==> src/gtww_pkg.sv <==
// Package for the greedy text word wrapper: payload structs, the command
// format between the front and back parts, queue status and character codes.
// Depends on nothing; every other file of the block uses it by scoped name.
`default_nettype none

package gtww_pkg;

    localparam logic [7:0] CHAR_LF    = 8'h0A;
    localparam logic [7:0] CHAR_TAB   = 8'h09;
    localparam logic [7:0] CHAR_CR    = 8'h0D;
    localparam logic [7:0] CHAR_SPACE = 8'h20;

    localparam logic [6:0] MIN_WIDTH        = 7'd16;
    localparam logic [6:0] LINE_WIDTH_RESET = 7'd64;

    // Register index of line_width (byte address 4 * index).
    localparam logic REG_LINE_WIDTH = 1'b0;

    localparam int QUEUE_DEPTH = 4;

    typedef struct packed {
        logic [7:0] text_byte;
        logic       end_of_text;
    } item_t;

    typedef struct packed {
        logic [7:0] out_byte;
        logic       has_byte;
        logic       last_of_run;
        logic       text_done;
    } result_t;

    typedef enum logic [1:0] {
        MODE_BETWEEN = 2'd0,
        MODE_STREAM  = 2'd1,
        MODE_HOLD    = 2'd2
    } mode_t;

    // CMD_BYTE emits data, CMD_HELD emits count held bytes from the word store,
    // CMD_STORE writes data into the word store at index count.
    typedef enum logic [1:0] {
        CMD_BYTE  = 2'd0,
        CMD_HELD  = 2'd1,
        CMD_STORE = 2'd2
    } cmd_kind_t;

    typedef struct packed {
        cmd_kind_t  kind;
        logic [7:0] data;
        logic [6:0] count;
        logic       has_byte;
        logic       last;
        logic       done;
    } cmd_t;

    typedef struct packed {
        logic empty;
        logic full;
    } q_status_t;

    function automatic cmd_t mk_cmd(cmd_kind_t kind, logic [7:0] data,
                                    logic [6:0] count, logic has_byte);
        cmd_t c;
        c.kind     = kind;
        c.data     = data;
        c.count    = count;
        c.has_byte = has_byte;
        c.last     = 1'b0;
        c.done     = 1'b0;
        return c;
    endfunction

endpackage

`default_nettype wire

==> src/gtww_front.sv <==
// Front part of the word wrapper: accepts input items, tracks column, held
// count and word mode, and turns each item into up to three commands.
// Depends on gtww_pkg; feeds gtww_queue.
`default_nettype none

module gtww_front #(
    parameter int MAX_WIDTH = 64
) (
    input  wire                 clk,
    input  wire                 rst_n,
    input  wire                 item_valid,
    output logic                item_ready,
    input  gtww_pkg::item_t     item,
    input  wire  [6:0]          line_width,
    input  gtww_pkg::q_status_t q_status,
    output logic                push,
    output gtww_pkg::cmd_t      push_cmd
);

    logic [6:0]      column_reg, column_next;
    logic [6:0]      held_reg, held_next;
    gtww_pkg::mode_t mode_reg, mode_next;
    gtww_pkg::cmd_t  slot_reg [3];
    gtww_pkg::cmd_t  slot_next [3];
    logic [1:0]      pend_reg;
    logic [1:0]      n_new;
    logic            accept;

    assign push       = (pend_reg != 2'd0) && !q_status.full;
    assign push_cmd   = slot_reg[0];
    assign item_ready = (pend_reg == 2'd0) || ((pend_reg == 2'd1) && push);
    assign accept     = item_valid && item_ready;

    always_comb
    begin
        logic [6:0]     w;
        logic [6:0]     h;
        logic           flush;
        logic           blank;
        logic           stream_go;
        logic [7:0]     b;
        gtww_pkg::cmd_t c_space;
        gtww_pkg::cmd_t c_lf;
        gtww_pkg::cmd_t c_byte;
        gtww_pkg::cmd_t c_held;

        w = line_width;
        if (w < gtww_pkg::MIN_WIDTH)
        begin
            w = gtww_pkg::MIN_WIDTH;
        end
        if (w > 7'(MAX_WIDTH))
        begin
            w = 7'(MAX_WIDTH);
        end

        b         = item.text_byte;
        flush     = (mode_reg == gtww_pkg::MODE_HOLD);
        blank     = (b == gtww_pkg::CHAR_SPACE) || (b == gtww_pkg::CHAR_TAB) ||
                    (b == gtww_pkg::CHAR_CR);
        stream_go = (mode_reg == gtww_pkg::MODE_STREAM) ||
                    ((mode_reg != gtww_pkg::MODE_HOLD) && (column_reg == 7'd0));
        h         = flush ? held_reg : 7'd0;

        c_space = gtww_pkg::mk_cmd(gtww_pkg::CMD_BYTE, gtww_pkg::CHAR_SPACE, 7'd0, 1'b1);
        c_lf    = gtww_pkg::mk_cmd(gtww_pkg::CMD_BYTE, gtww_pkg::CHAR_LF, 7'd0, 1'b1);
        c_byte  = gtww_pkg::mk_cmd(gtww_pkg::CMD_BYTE, b, 7'd0, 1'b1);
        c_held  = gtww_pkg::mk_cmd(gtww_pkg::CMD_HELD, 8'h00, h, 1'b1);

        column_next = column_reg;
        held_next   = held_reg;
        mode_next   = mode_reg;
        n_new       = 2'd0;
        slot_next[0] = c_byte;
        slot_next[1] = c_byte;
        slot_next[2] = c_byte;

        if (item.end_of_text)
        begin
            if (flush)
            begin
                slot_next[0] = c_space;
                slot_next[1] = c_held;
                n_new        = (h != 7'd0) ? 2'd2 : 2'd1;
            end
            else
            begin
                slot_next[0] = gtww_pkg::mk_cmd(gtww_pkg::CMD_BYTE, 8'h00, 7'd0, 1'b0);
                n_new        = 2'd1;
            end
            column_next = 7'd0;
            held_next   = 7'd0;
            mode_next   = gtww_pkg::MODE_BETWEEN;
        end
        else if (b == gtww_pkg::CHAR_LF)
        begin
            if (flush)
            begin
                slot_next[0] = c_space;
                if (h != 7'd0)
                begin
                    slot_next[1] = c_held;
                    slot_next[2] = c_lf;
                    n_new        = 2'd3;
                end
                else
                begin
                    slot_next[1] = c_lf;
                    n_new        = 2'd2;
                end
                held_next = 7'd0;
            end
            else
            begin
                slot_next[0] = c_lf;
                n_new        = 2'd1;
            end
            column_next = 7'd0;
            mode_next   = gtww_pkg::MODE_BETWEEN;
        end
        else if (blank)
        begin
            if (flush)
            begin
                slot_next[0] = c_space;
                slot_next[1] = c_held;
                n_new        = (h != 7'd0) ? 2'd2 : 2'd1;
                column_next  = column_reg + 7'd1 + held_reg;
                held_next    = 7'd0;
            end
            mode_next = gtww_pkg::MODE_BETWEEN;
        end
        else if (stream_go)
        begin
            mode_next = gtww_pkg::MODE_STREAM;
            if (column_reg >= w)
            begin
                slot_next[0] = c_lf;
                slot_next[1] = c_byte;
                n_new        = 2'd2;
                column_next  = 7'd1;
            end
            else
            begin
                slot_next[0] = c_byte;
                n_new        = 2'd1;
                column_next  = column_reg + 7'd1;
            end
        end
        else
        begin
            // The word no longer fits after a space: break the line and stream on.
            if (({2'b00, column_reg} + {2'b00, h} + 9'd2 > {2'b00, w}) ||
                (h >= 7'(MAX_WIDTH)))
            begin
                slot_next[0] = c_lf;
                if (h != 7'd0)
                begin
                    slot_next[1] = c_held;
                    slot_next[2] = c_byte;
                    n_new        = 2'd3;
                end
                else
                begin
                    slot_next[1] = c_byte;
                    n_new        = 2'd2;
                end
                column_next = h + 7'd1;
                held_next   = 7'd0;
                mode_next   = gtww_pkg::MODE_STREAM;
            end
            else
            begin
                slot_next[0] = gtww_pkg::mk_cmd(gtww_pkg::CMD_STORE, b, h, 1'b0);
                n_new        = 2'd1;
                held_next    = h + 7'd1;
                mode_next    = gtww_pkg::MODE_HOLD;
            end
        end

        // The final result command of the item carries the run flags.
        if ((n_new != 2'd0) && (slot_next[n_new - 2'd1].kind != gtww_pkg::CMD_STORE))
        begin
            slot_next[n_new - 2'd1].last = 1'b1;
            slot_next[n_new - 2'd1].done = item.end_of_text;
        end
    end

    always_ff @(posedge clk or negedge rst_n)
    begin
        if (!rst_n)
        begin
            column_reg <= 7'd0;
            held_reg   <= 7'd0;
            mode_reg   <= gtww_pkg::MODE_BETWEEN;
            pend_reg   <= 2'd0;
        end
        else if (accept)
        begin
            column_reg <= column_next;
            held_reg   <= held_next;
            mode_reg   <= mode_next;
            pend_reg   <= n_new;
        end
        else if (push)
        begin
            pend_reg <= pend_reg - 2'd1;
        end
    end

    always_ff @(posedge clk)
    begin
        if (accept)
        begin
            slot_reg[0] <= slot_next[0];
            slot_reg[1] <= slot_next[1];
            slot_reg[2] <= slot_next[2];
        end
        else if (push)
        begin
            slot_reg[0] <= slot_reg[1];
            slot_reg[1] <= slot_reg[2];
        end
    end

endmodule

`default_nettype wire

==> src/gtww_queue.sv <==
// Short command queue between the front and back parts of the word wrapper.
// Depends on gtww_pkg for the command type and the status struct.
`default_nettype none

module gtww_queue (
    input  wire                 clk,
    input  wire                 rst_n,
    input  wire                 push,
    input  gtww_pkg::cmd_t      push_cmd,
    input  wire                 pop,
    output gtww_pkg::cmd_t      head,
    output gtww_pkg::q_status_t status
);

    localparam int PTR_W = $clog2(gtww_pkg::QUEUE_DEPTH);
    localparam int CNT_W = $clog2(gtww_pkg::QUEUE_DEPTH + 1);

    gtww_pkg::cmd_t   entry_reg [gtww_pkg::QUEUE_DEPTH];
    logic [PTR_W-1:0] wr_ptr_reg;
    logic [PTR_W-1:0] rd_ptr_reg;
    logic [CNT_W-1:0] count_reg;
    logic             do_push;
    logic             do_pop;

    assign status.empty = (count_reg == CNT_W'(0));
    assign status.full  = (count_reg == CNT_W'(gtww_pkg::QUEUE_DEPTH));
    assign head         = entry_reg[rd_ptr_reg];
    assign do_push      = push && !status.full;
    assign do_pop       = pop && !status.empty;

    function automatic logic [PTR_W-1:0] next_ptr(logic [PTR_W-1:0] p);
        return (p == PTR_W'(gtww_pkg::QUEUE_DEPTH - 1)) ? PTR_W'(0) : p + PTR_W'(1);
    endfunction

    always_ff @(posedge clk or negedge rst_n)
    begin
        if (!rst_n)
        begin
            wr_ptr_reg <= '0;
            rd_ptr_reg <= '0;
            count_reg  <= '0;
        end
        else
        begin
            if (do_push)
            begin
                wr_ptr_reg <= next_ptr(wr_ptr_reg);
            end
            if (do_pop)
            begin
                rd_ptr_reg <= next_ptr(rd_ptr_reg);
            end
            if (do_push && !do_pop)
            begin
                count_reg <= count_reg + CNT_W'(1);
            end
            else if (do_pop && !do_push)
            begin
                count_reg <= count_reg - CNT_W'(1);
            end
        end
    end

    always_ff @(posedge clk)
    begin
        if (do_push)
        begin
            entry_reg[wr_ptr_reg] <= push_cmd;
        end
    end

endmodule

`default_nettype wire

==> src/gtww_back.sv <==
// Back part of the word wrapper: carries out queued commands, owns the word
// store and drives the result register. Depends on gtww_pkg.
`default_nettype none

module gtww_back #(
    parameter int MAX_WIDTH = 64
) (
    input  wire                 clk,
    input  wire                 rst_n,
    input  gtww_pkg::cmd_t      head,
    input  gtww_pkg::q_status_t q_status,
    output logic                pop,
    output logic                result_valid,
    input  wire                 result_ready,
    output gtww_pkg::result_t   result
);

    localparam int IDX_W = $clog2(MAX_WIDTH);

    logic [7:0]        word_store [MAX_WIDTH];
    logic [IDX_W-1:0]  idx_reg, idx_next;
    logic [7:0]        rd_data_reg;
    logic              a_valid_reg;
    logic              a_from_mem_reg;
    gtww_pkg::result_t a_meta_reg;
    logic              out_valid_reg;
    gtww_pkg::result_t out_reg;

    logic              advance;
    logic              issue_valid;
    logic              issue_from_mem;
    gtww_pkg::result_t issue_meta;
    logic              store_we;
    logic              held_end;

    assign advance      = !out_valid_reg || result_ready;
    assign result_valid = out_valid_reg;
    assign result       = out_reg;
    assign held_end     = ({{(7 - IDX_W){1'b0}}, idx_reg} == (head.count - 7'd1));

    always_comb
    begin
        pop            = 1'b0;
        issue_valid    = 1'b0;
        issue_from_mem = 1'b0;
        store_we       = 1'b0;
        idx_next       = idx_reg;
        issue_meta.out_byte    = head.data;
        issue_meta.has_byte    = head.has_byte;
        issue_meta.last_of_run = head.last;
        issue_meta.text_done   = head.done;
        if (!q_status.empty && advance)
        begin
            unique case (head.kind)
                gtww_pkg::CMD_BYTE:
                begin
                    issue_valid = 1'b1;
                    pop         = 1'b1;
                end
                gtww_pkg::CMD_STORE:
                begin
                    store_we = 1'b1;
                    pop      = 1'b1;
                end
                gtww_pkg::CMD_HELD:
                begin
                    issue_valid            = 1'b1;
                    issue_from_mem         = 1'b1;
                    issue_meta.last_of_run = head.last && held_end;
                    issue_meta.text_done   = head.done && held_end;
                    pop                    = held_end;
                    idx_next               = held_end ? '0 : idx_reg + IDX_W'(1);
                end
                default:
                begin
                    pop = 1'b1;
                end
            endcase
        end
    end

    always_ff @(posedge clk or negedge rst_n)
    begin
        if (!rst_n)
        begin
            idx_reg       <= '0;
            a_valid_reg   <= 1'b0;
            out_valid_reg <= 1'b0;
        end
        else
        begin
            idx_reg <= idx_next;
            if (advance)
            begin
                a_valid_reg   <= issue_valid;
                out_valid_reg <= a_valid_reg;
            end
        end
    end

    always_ff @(posedge clk)
    begin
        if (store_we)
        begin
            word_store[head.count[IDX_W-1:0]] <= head.data;
        end
        if (advance)
        begin
            rd_data_reg <= word_store[idx_reg];
        end
    end

    always_ff @(posedge clk)
    begin
        if (advance)
        begin
            a_from_mem_reg      <= issue_from_mem;
            a_meta_reg          <= issue_meta;
            out_reg.out_byte    <= a_from_mem_reg ? rd_data_reg : a_meta_reg.out_byte;
            out_reg.has_byte    <= a_meta_reg.has_byte;
            out_reg.last_of_run <= a_meta_reg.last_of_run;
            out_reg.text_done   <= a_meta_reg.text_done;
        end
    end

endmodule

`default_nettype wire

==> src/greedy_text_word_wrapper_core.sv <==
// Top level of the greedy text word wrapper: configuration register, front
// part, command queue and back part. Depends on gtww_pkg, gtww_front,
// gtww_queue and gtww_back.
//
//   channel   direction  handshake                 beat
//   item      in         item_valid / item_ready   gtww_pkg::item_t
//   result    out        result_valid / result_ready gtww_pkg::result_t
//   config    in         psel, penable, pwrite     line_width at address 0
//
// An item causes up to three commands in the front part: most items cause
// one command, a line break or a flush causes two or three. The back part
// delivers one result a cycle while the receiver is ready; a held word drains
// one byte a cycle, read from the word store through its single read port.
// The first result of an item passes the front slot register, the queue
// entry, the back part's issue stage and the result register.
// Reset clears the column, held count, word mode, queue and pipeline valid
// bits; the word store is not cleared and is always written before it is read.
// A stalled result holds the back part; the queue lets the front keep taking
// items until it fills.
`default_nettype none

module greedy_text_word_wrapper_core #(
    parameter int MAX_WIDTH = 64
) (
    input  wire                clk,
    input  wire                rst_n,
    input  wire                item_valid,
    output logic               item_ready,
    input  gtww_pkg::item_t    item,
    output logic               result_valid,
    input  wire                result_ready,
    output gtww_pkg::result_t  result,
    input  wire                psel,
    input  wire                penable,
    input  wire                pwrite,
    input  wire  [2:0]         paddr,
    input  wire  [31:0]        pwdata,
    output logic [31:0]        prdata,
    output logic               pready
);

    logic [6:0]          line_width_reg;
    logic                cfg_write;
    logic                q_push;
    logic                q_pop;
    gtww_pkg::cmd_t      q_in;
    gtww_pkg::cmd_t      q_head;
    gtww_pkg::q_status_t q_status;

    // The register file holds a single register; the top address bit is the
    // register index, and the two low bits are ignored.
    assign pready    = 1'b1;
    assign cfg_write = psel && penable && pwrite && pready &&
                       (paddr[2] == gtww_pkg::REG_LINE_WIDTH);
    assign prdata    = (paddr[2] == gtww_pkg::REG_LINE_WIDTH) ?
                       {25'd0, line_width_reg} : 32'd0;

    always_ff @(posedge clk or negedge rst_n)
    begin
        if (!rst_n)
        begin
            line_width_reg <= gtww_pkg::LINE_WIDTH_RESET;
        end
        else if (cfg_write)
        begin
            line_width_reg <= pwdata[6:0];
        end
    end

    // The front part classifies each byte and decides what the line gets.
    gtww_front #(
        .MAX_WIDTH (MAX_WIDTH)
    ) u_front (
        .clk        (clk),
        .rst_n      (rst_n),
        .item_valid (item_valid),
        .item_ready (item_ready),
        .item       (item),
        .line_width (line_width_reg),
        .q_status   (q_status),
        .push       (q_push),
        .push_cmd   (q_in)
    );

    gtww_queue u_queue (
        .clk      (clk),
        .rst_n    (rst_n),
        .push     (q_push),
        .push_cmd (q_in),
        .pop      (q_pop),
        .head     (q_head),
        .status   (q_status)
    );

    // The back part carries out commands in order, so a store never passes
    // a pending read of the held word.
    gtww_back #(
        .MAX_WIDTH (MAX_WIDTH)
    ) u_back (
        .clk          (clk),
        .rst_n        (rst_n),
        .head         (q_head),
        .q_status     (q_status),
        .pop          (q_pop),
        .result_valid (result_valid),
        .result_ready (result_ready),
        .result       (result)
    );

    // The front never pushes into a full queue.
    a_no_overflow: assert property (@(posedge clk) disable iff (!rst_n)
        q_push |-> !q_status.full)
        else $error("command pushed into a full queue");

    // The back never pops an empty queue.
    a_no_underflow: assert property (@(posedge clk) disable iff (!rst_n)
        q_pop |-> !q_status.empty)
        else $error("command popped from an empty queue");

    // A bare end marker closes the text and carries a zero byte.
    a_bare_marker: assert property (@(posedge clk) disable iff (!rst_n)
        (result_valid && !result.has_byte) |->
            (result.text_done && result.last_of_run && (result.out_byte == 8'h00)))
        else $error("result without a byte is not a closing end marker");

    // The end of text is always the final result of its run.
    a_done_is_last: assert property (@(posedge clk) disable iff (!rst_n)
        (result_valid && result.text_done) |-> result.last_of_run)
        else $error("end of text flagged before the end of its run");

endmodule

`default_nettype wire

==> config.mk <==
export PLATFORM = sky130hd
export DESIGN_NAME = greedy_text_word_wrapper_core
export DESIGN_NICKNAME = d
export VERILOG_FILES = /design/src/gtww_pkg.sv /design/src/gtww_front.sv /design/src/gtww_queue.sv /design/src/gtww_back.sv /design/src/greedy_text_word_wrapper_core.sv
export SDC_FILE = /design/constraint.sdc
export NUM_CORES = 1
export LEC_CHECK = 0
export ABC_AREA = 1
export BUFFER_PORTS_ARGS = -buffer_cell sky130_fd_sc_hd__buf_2
export CAP_MARGIN = 10
export CELL_PAD_IN_SITES_DETAIL_PLACEMENT = 1
export CELL_PAD_IN_SITES_GLOBAL_PLACEMENT = 1
export CORE_MARGIN = 1.5
export CORE_UTILIZATION = 52
export CTS_BUF_LIST = sky130_fd_sc_hd__clkbuf_2 sky130_fd_sc_hd__clkbuf_4 sky130_fd_sc_hd__clkbuf_8
export CTS_CLUSTER_SIZE = 10
export DETAILED_ROUTE_END_ITERATION = 6
export PLACE_DENSITY_LB_ADDON = 0.1
export REMOVE_ABC_BUFFERS = 1
export SYNTH_ARGS = -nofsm -noshare
export SYNTH_HDL_FRONTEND = slang
export SYNTH_HIERARCHICAL = 1
export SYNTH_SLANG_ARGS = --single-unit
export TNS_END_PERCENT = 100
==> constraint.sdc <==
create_clock -name clk -period 5.8 [get_ports clk]
set_input_delay 0.87 -clock clk [delete_from_list [all_inputs] [get_ports clk]]
set_output_delay 0.87 -clock clk [all_outputs]
set_load 0.02 [all_outputs]
==> impl_metrics.ini, run 1 <==
[sta]
worst_pin_slew_ps = 1160
fmax_mhz = 188
fin_crit_sh_pct = 91.8
slew_viol_final = 0
skew_ps = 39.7
rsz0062_at_grt = no
relSlewSlack_pct = 22.5
setup_violations = 0
fin_hold_ws_ps = 254
hold_violations = 0
min_period_ps = 5320

[placement]
io_buffers = 43
place.gp.congestion = 0.862
hpwl_mm = 53.7

[final_layout]
drive_gt1_share_pct = 11.9
final_net_count = 3283
post-route-util_pct = 56.8
multi_input_area_sq_mm = 0.00898
largest_reg_flops = 512
syn2layout_area_growth_pct = 8.11
fillers = 6910
regArea_sq_mm = 0.0212

[critical_path]
cp_common_cell = nand2_1
path_class = reg -> reg
crit_path_start_kind = flop
required_ps = 6330
critical_path_arrival_ps = 5860
worstPathMaxFanout = 16
cpPeakStageDelay_ps = 480
slowest_stage = fa_1
endpoint_kind = flop

[clock_network]
ctsResizeCount = 0
path_clk_slew_ps = 60
cts_buffer_depth = 3
clock_sinks = 711
post_cts_buffers = 0
cts_inserted_buffers = 118
hold_buffers = 0
root_buffer = clkbuf_8
clkLatencyLatePin_ps = 740
cts_tree = done
cts.htree.levels = 3

[die]
die_h_um = 255
row_count = 92
dieArea_sq_mm = 0.0652
die_width_um = 255
core-area_sq_mm = 0.0630
initial_utilization_pct = 52.6
io_pins = 97

[power_and_ir_drop]
p_seq_share_pct = 39.9
pwr-share-clk_pct = 21.0
p_sw_share_pct = 41.6
p_leak_nw = 14.8
combPwrFrac_pct = 39.1
p_int_mw = 11.7
p_switching_mw = 8.37
ir_worst_vdd_mv = 0.387
p_per_area_mw_per_mm2 = 562

[detailed_routing]
wl_per_cell_um = 21.1
drt_first_iter_violations = 1398
drt_wl_total_mm = 87.1
via_per_inst = 5.45
vias = 22487
drtAntennaViolNets = 0
drc = 0
first_pass_iters = 5

[synthesis]
synth_area_leaders = edfxtp_1 (61%), nand2_1 (8.4%), nand3_1 (7.2%)
synth_top_family_by_area = simple AND/OR/NAND/NOR gates
synthArstFlopShare_pct = 5.63
syn-instance-count = 3155
yosysSeqAreaShare_pct = 63.9
synth_mux_area_share_pct = 0.272
synth_common_cells = nand2_1 (742), edfxtp_1 (671), nand3_1 (476), inv_1 (469), nor2_1 (147)
yosysMostFrequentCell = nand2_1
synth_seq_cells = 711
yosysWarnings = 6
synth_xor_area_share_pct = 0.741
synth-edff-count = 671
synthAdderAreaFrac_pct = 2.03
yosys.area.top_type = edfxtp_1
synth_area_per_cell_sq_um = 10.5
yosys.area_share.simple_pct = 19.9
ys.flop_type = edfxtp_1
ys_types = 54
synth_top_area_share_pct = 60.9
netlist_area_sq_mm = 0.0331
synth-compound-area-share_pct = 3.78

[grt]
grt_pass1_wl_mm = 135
grt_max_degree = 211
grt_pass1_vias = 23893
grt_overflow = 0
antenna_found_initial = 1
grt_use_total_pct = 26.8

[hold_path]
hold_path.class = in -> async

[outcome]
status = finished, final reports clean

[job]
max_cap_viol_count = 0
[metal layers]
layer / share of wire [%] / GRT usage [%]
met1: 40 / 32.6
met2: 51 / 47.5
met3: 4.9 / 3.72
met4: 3.9 / 11.7
met5: 0 / 0
[critical path: cells and delay by family, from the launching register on]
family,cells,cell delay (ps)
buf+inv,7,750
fa+ha+maj,5,1550
xor+xnor,1,170
simple gates,16,2060
compound gates,1,260
flops,1,340
[placed cells by master (no fill, tap or decap), drive strengths merged, types with 2 or more instances in the layout]
cell type | netlist | routed
xnor2 | 9 | 9
o21ai | 59 | 59
or2 | 65 | 65
clkbuf | 27 | 167
o2111ai | 2 | 2
edfxtp | 671 | 671
nor2 | 157 | 157
mux2 | 8 | 8
clkinv | 2 | 47
fa | 3 | 3
nand2 | 751 | 751
o211ai | 82 | 82
nand3 | 480 | 480
xor2 | 19 | 19
conb | 2 | 26
nand4 | 14 | 14
clkinvlp | 0 | 3
o21bai | 2 | 2
o22ai | 3 | 3
inv | 482 | 484
buf | 170 | 78
nor3 | 21 | 21
dfrtp | 39 | 39
ha | 49 | 49
nor4 | 2 | 2
a31oi | 4 | 4
a21oi | 25 | 25
[worst paths after layout]
check                                     startpoint                      end  slack (ps)  cells past startpoint
worst max-delay path             u_front/mode_reg[1]   u_front/slot_reg[0][0]         480                     30
worst min-delay path                           rst_n      u_front/pend_reg[0]         250                      2
worst max register to register   u_front/mode_reg[1]   u_front/slot_reg[0][0]         480                     30
worst min register to register  u_back/a_meta_reg[0]         u_back/result[0]         430                      0
max in group asynchronous                      rst_n        u_back/idx_reg[1]        5060                      2
min in group clk                             item[2]  u_front/slot_reg[1][11]         380                      1
[cell type report]
class	instances	share of cell area (%)
clock inverter	50	0.668
tap	846	2.96
timing repair buffer	78	1.37
inverter	484	5.11
antenna	1	0.00699
multi-input combinational	1787	25.1
sequential	711	59.1
clock buffer	167	5.65
[per-stage QoR]
step	setup WS (ps)	setup TNS (ps)	total power, mW	std cells	area (sq um)
final	478	0	20.1	4124	35800
after global routing	32.3	0	21.3	4124	35800
after CTS	429	0	20.3	4123	35800
after detailed placement	435	0	16.0	3906	33500
after global placement	695	0	15.6	3906	33500
after floorplan	-4040	-40780	13.0	2982	31900
[power by group through the flow]
stage	combinational [mW]	clock (mW)	sequential (mW)
finish	7.87	4.22	8.02
global route	8.63	4.53	8.10
CTS	7.90	4.33	8.02
detailed placement	7.87	0	8.12
global placement	7.51	0	8.06
floorplan	4.64	0	8.40
[cells by family (layout without fill, tap and decap cells)]
group / count (synthesis) / in the layout
other cells: 2 / 27
fa+ha+maj: 52 / 52
buf+inv: 681 / 779
mux: 8 / 8
xor+xnor: 28 / 28
compound gates: 181 / 181
simple gates: 1492 / 1492
flops: 711 / 711
Power figures use the tool's default switching activity.
==> run 2: changes to the inputs <==
--- a/config.mk
+++ b/config.mk
@@ -5,16 +5,15 @@
 export SDC_FILE = /design/constraint.sdc
 export NUM_CORES = 1
 export LEC_CHECK = 0
-export ABC_AREA = 1
-export BUFFER_PORTS_ARGS = -buffer_cell sky130_fd_sc_hd__buf_2
 export CAP_MARGIN = 10
 export CELL_PAD_IN_SITES_DETAIL_PLACEMENT = 1
 export CELL_PAD_IN_SITES_GLOBAL_PLACEMENT = 1
 export CORE_MARGIN = 1.5
-export CORE_UTILIZATION = 52
+export CORE_UTILIZATION = 57
 export CTS_BUF_LIST = sky130_fd_sc_hd__clkbuf_2 sky130_fd_sc_hd__clkbuf_4 sky130_fd_sc_hd__clkbuf_8
 export CTS_CLUSTER_SIZE = 10
 export DETAILED_ROUTE_END_ITERATION = 6
+export DONT_BUFFER_PORTS = 1
 export PLACE_DENSITY_LB_ADDON = 0.1
 export REMOVE_ABC_BUFFERS = 1
 export SYNTH_ARGS = -nofsm -noshare
==> run 2 against run 1 <==
Compared with the run above: sequential power grew 2%; critical path type unchanged; design area decreased by 7.9%; fmax down 0.31%; area after synthesis shrank 8.4%; setup slack worse by 17 ps; sequential share of layout area rose by 5.1 points; critical path depth fell by 9; global-route usage rose by 0.064 points; first-iteration DRC count down 17%; die area decreased by 16%; non-clock buffer count fell by 48.
==> impl_metrics.ini, run 2 <==
[outcome]
status = finished, final reports clean

[synthesis]
syn-instance-count = 1770
synth_top_area_share_pct = 66.5
netlist_area_sq_mm = 0.0303
synthArstFlopShare_pct = 5.63
synth_seq_cells = 711
synth_area_leaders = edfxtp_1 (66%), mux4_2 (10%), dfrtp_1 (3.2%)
yosysSeqAreaShare_pct = 69.8
ys.flop_type = edfxtp_1
yosysWarnings = 6
yosysMostFrequentCell = edfxtp_1
yosys.area.top_type = edfxtp_1
synth-edff-count = 671
synth_common_cells = edfxtp_1 (671), mux4_2 (138), nor2_1 (128), nand2_1 (90), buf_4 (61)
ys_types = 85
synth_area_per_cell_sq_um = 17.1

[final_layout]
drive_gt1_share_pct = 22.1
mostFrequentLayoutCell = edfxtp_1
final_cell_mix = edfxtp_1 (671), mux4_2 (138), nor2_1 (128), clkbuf_8 (120), nand2_1 (90)
largest_reg_flops = 512
instances_no_fill = 2570
syn2layout_area_growth_pct = 8.69
fillers = 4638
final_net_count = 1895

[sta]
setup_tns_ps = 0
setup_violations = 0
relSlewSlack_pct = 31.5
worst_slack_ps = 461
slew_viol_final = 0
min_period_ps = 5340
rsz0062_at_grt = no
skew_ps = 35.8
fmax_mhz = 187
hold_violations = 0
worst_pin_slew_ps = 1020
fin_crit_sh_pct = 92.0

[critical_path]
crit_path_start_kind = flop
cp_top_family = compound AO/OA/AOI/OAI gates
cpPeakStageDelay_ps = 540
endpoint_kind = flop
slowest_stage = a41oi_1
cp_common_cell = ha_1
critical_path_arrival_ps = 5770
worstPathMaxFanout = 16
path_buf_inv = 3
required_ps = 6230
path_class = reg -> reg
crit_path_cell_trace = nor2b_2 > buf_4 > nand2_1 > inv_1 > ha_1 > ha_1 > a21oi_1 > nand2_1 > a31o_2 > xor2_1 > ha_1 > a211oi_1 > o21ai_0 > a21oi_1 > or2_2 > nand3_1 > a41oi_1 > inv_1 > ha_1 > o21bai_1 > o21ai_0

[placement]
hpwl_mm = 44.1
placed_cells = 2365
io_buffers = 0
place_ws_ps = 548
place.gp.congestion = 0.852

[die]
core-area_sq_mm = 0.0526
io_pins = 97
initial_utilization_pct = 57.7
row_count = 84
dieArea_sq_mm = 0.0546
die_width_um = 234
die_h_um = 234

[grt]
grt_overflow = 0
grt_pass1_vias = 17137
grt_use_total_pct = 26.9
antenna_found_initial = 1
grt_max_degree = 66
grt_pass1_wl_mm = 107

[job]
max_cap_viol_count = 0

[clock_network]
cts_tree = done
post_cts_buffers = 0
hold_buffers = 2
root_buffer = clkbuf_8
path_clk_slew_ps = 60
cts.htree.levels = 3
clock_sinks = 711
cts_inserted_buffers = 111
cts_buffer_depth = 3
ctsResizeCount = 0
clkLatencyLatePin_ps = 710

[detailed_routing]
drt_wl_total_mm = 70.7
first_pass_iters = 5
wl_per_cell_um = 27.5
vias = 16020
drtAntennaViolNets = 0
via_per_inst = 6.23
drt_first_iter_violations = 1164
drc = 0

[hold_path]
hold_path.class = in -> reg

[power_and_ir_drop]
p_per_area_mw_per_mm2 = 557
power_mw = 18.4
p_leak_nw = 11.1
ir_worst_vdd_mv = 0.378
run 2: cell count changes after synthesis, sizes merged, moves of 19 or more:
| cell | before | now |
|---|---|---|
| buf | 170 | 97 |
| clkbuf | 27 | 48 |
| inv | 482 | 33 |
| mux2 | 8 | 32 |
| mux2i | 0 | 42 |
| mux4 | 0 | 138 |
| nand2 | 751 | 90 |
| nand3 | 480 | 30 |
| nor2 | 157 | 130 |
| o211ai | 82 | 6 |
| o21ai | 59 | 36 |
| or2 | 65 | 5 |
| xnor2 | 9 | 28 |
run 2: layout make-up:
cell class,count,area (sq um),area share [%]
Clock buffer,160,1950,5.92
Sequential cell,711,21200,64.2
Antenna cell,1,2.50,0.00759
Clock inverter,42,267,0.809
Multi-Input combinational cell,904,8310,25.2
Tap cell,688,861,2.61
Inverter,34,128,0.387
Timing Repair Buffer,30,273,0.828
run 2: worst paths after layout:
| check | startpoint | depth (start not counted) | end | slack (ps) |
|---|---|---|---|---|
| setup / recovery | u_front/mode_reg[0] | 21 | u_front/slot_reg[0][1] | 460 |
| hold / removal | item[4] | 0 | u_front/slot_reg[1][13] | 260 |
| setup reg to reg | u_front/mode_reg[0] | 21 | u_front/slot_reg[0][1] | 460 |
| hold reg to reg | u_back/a_meta_reg[1] | 0 | u_back/result[1] | 420 |
| max in group asynchronous | rst_n | 2 | line_width_reg[6] | 4780 |
| min in group asynchronous | rst_n | 2 | u_front/held_reg[0] | 730 |
run 2: metal layers:
layer	GRT usage [%]	share of wire [%]	vias to the layer above
met5	0	0	-
met4	9.78	2.8	0
met3	4.37	5.4	112
met2	45.9	52	534
met1	34.9	40	8404
li1	-	-	6970
run 2: through the flow:
stage	area, sq um	util, %	hold WS [ps]
final	33000	62.7	263
after global routing	33000	62.7	222
after CTS	32900	62.7	188
after detailed placement	30700	58.4	411
after global placement	30700	58.4	407
after floorplan	29600	-	400
run 2: kinds of logic (layout without fill, tap and decap cells):
group           Yosys count  count (layout)  share of synthesized area, %
compound gates          221             221                          5.11
flops                   711             711                          69.8
xor+xnor                 39              39                          1.13
other cells               2              27                        0.0248
mux                     212             212                          12.9
simple gates            354             354                          5.72
buf+inv                 179             266                          3.18
fa+ha+maj                52              52                          2.22
run 2: power by group:
group	leakage [nW]	internal [mW]	switching [mW]
Combinational	3.29	2.07	3.93
Clock	1.17	2.29	1.89
Sequential	6.67	7.58	0.593
Total	11.1	11.9	6.41
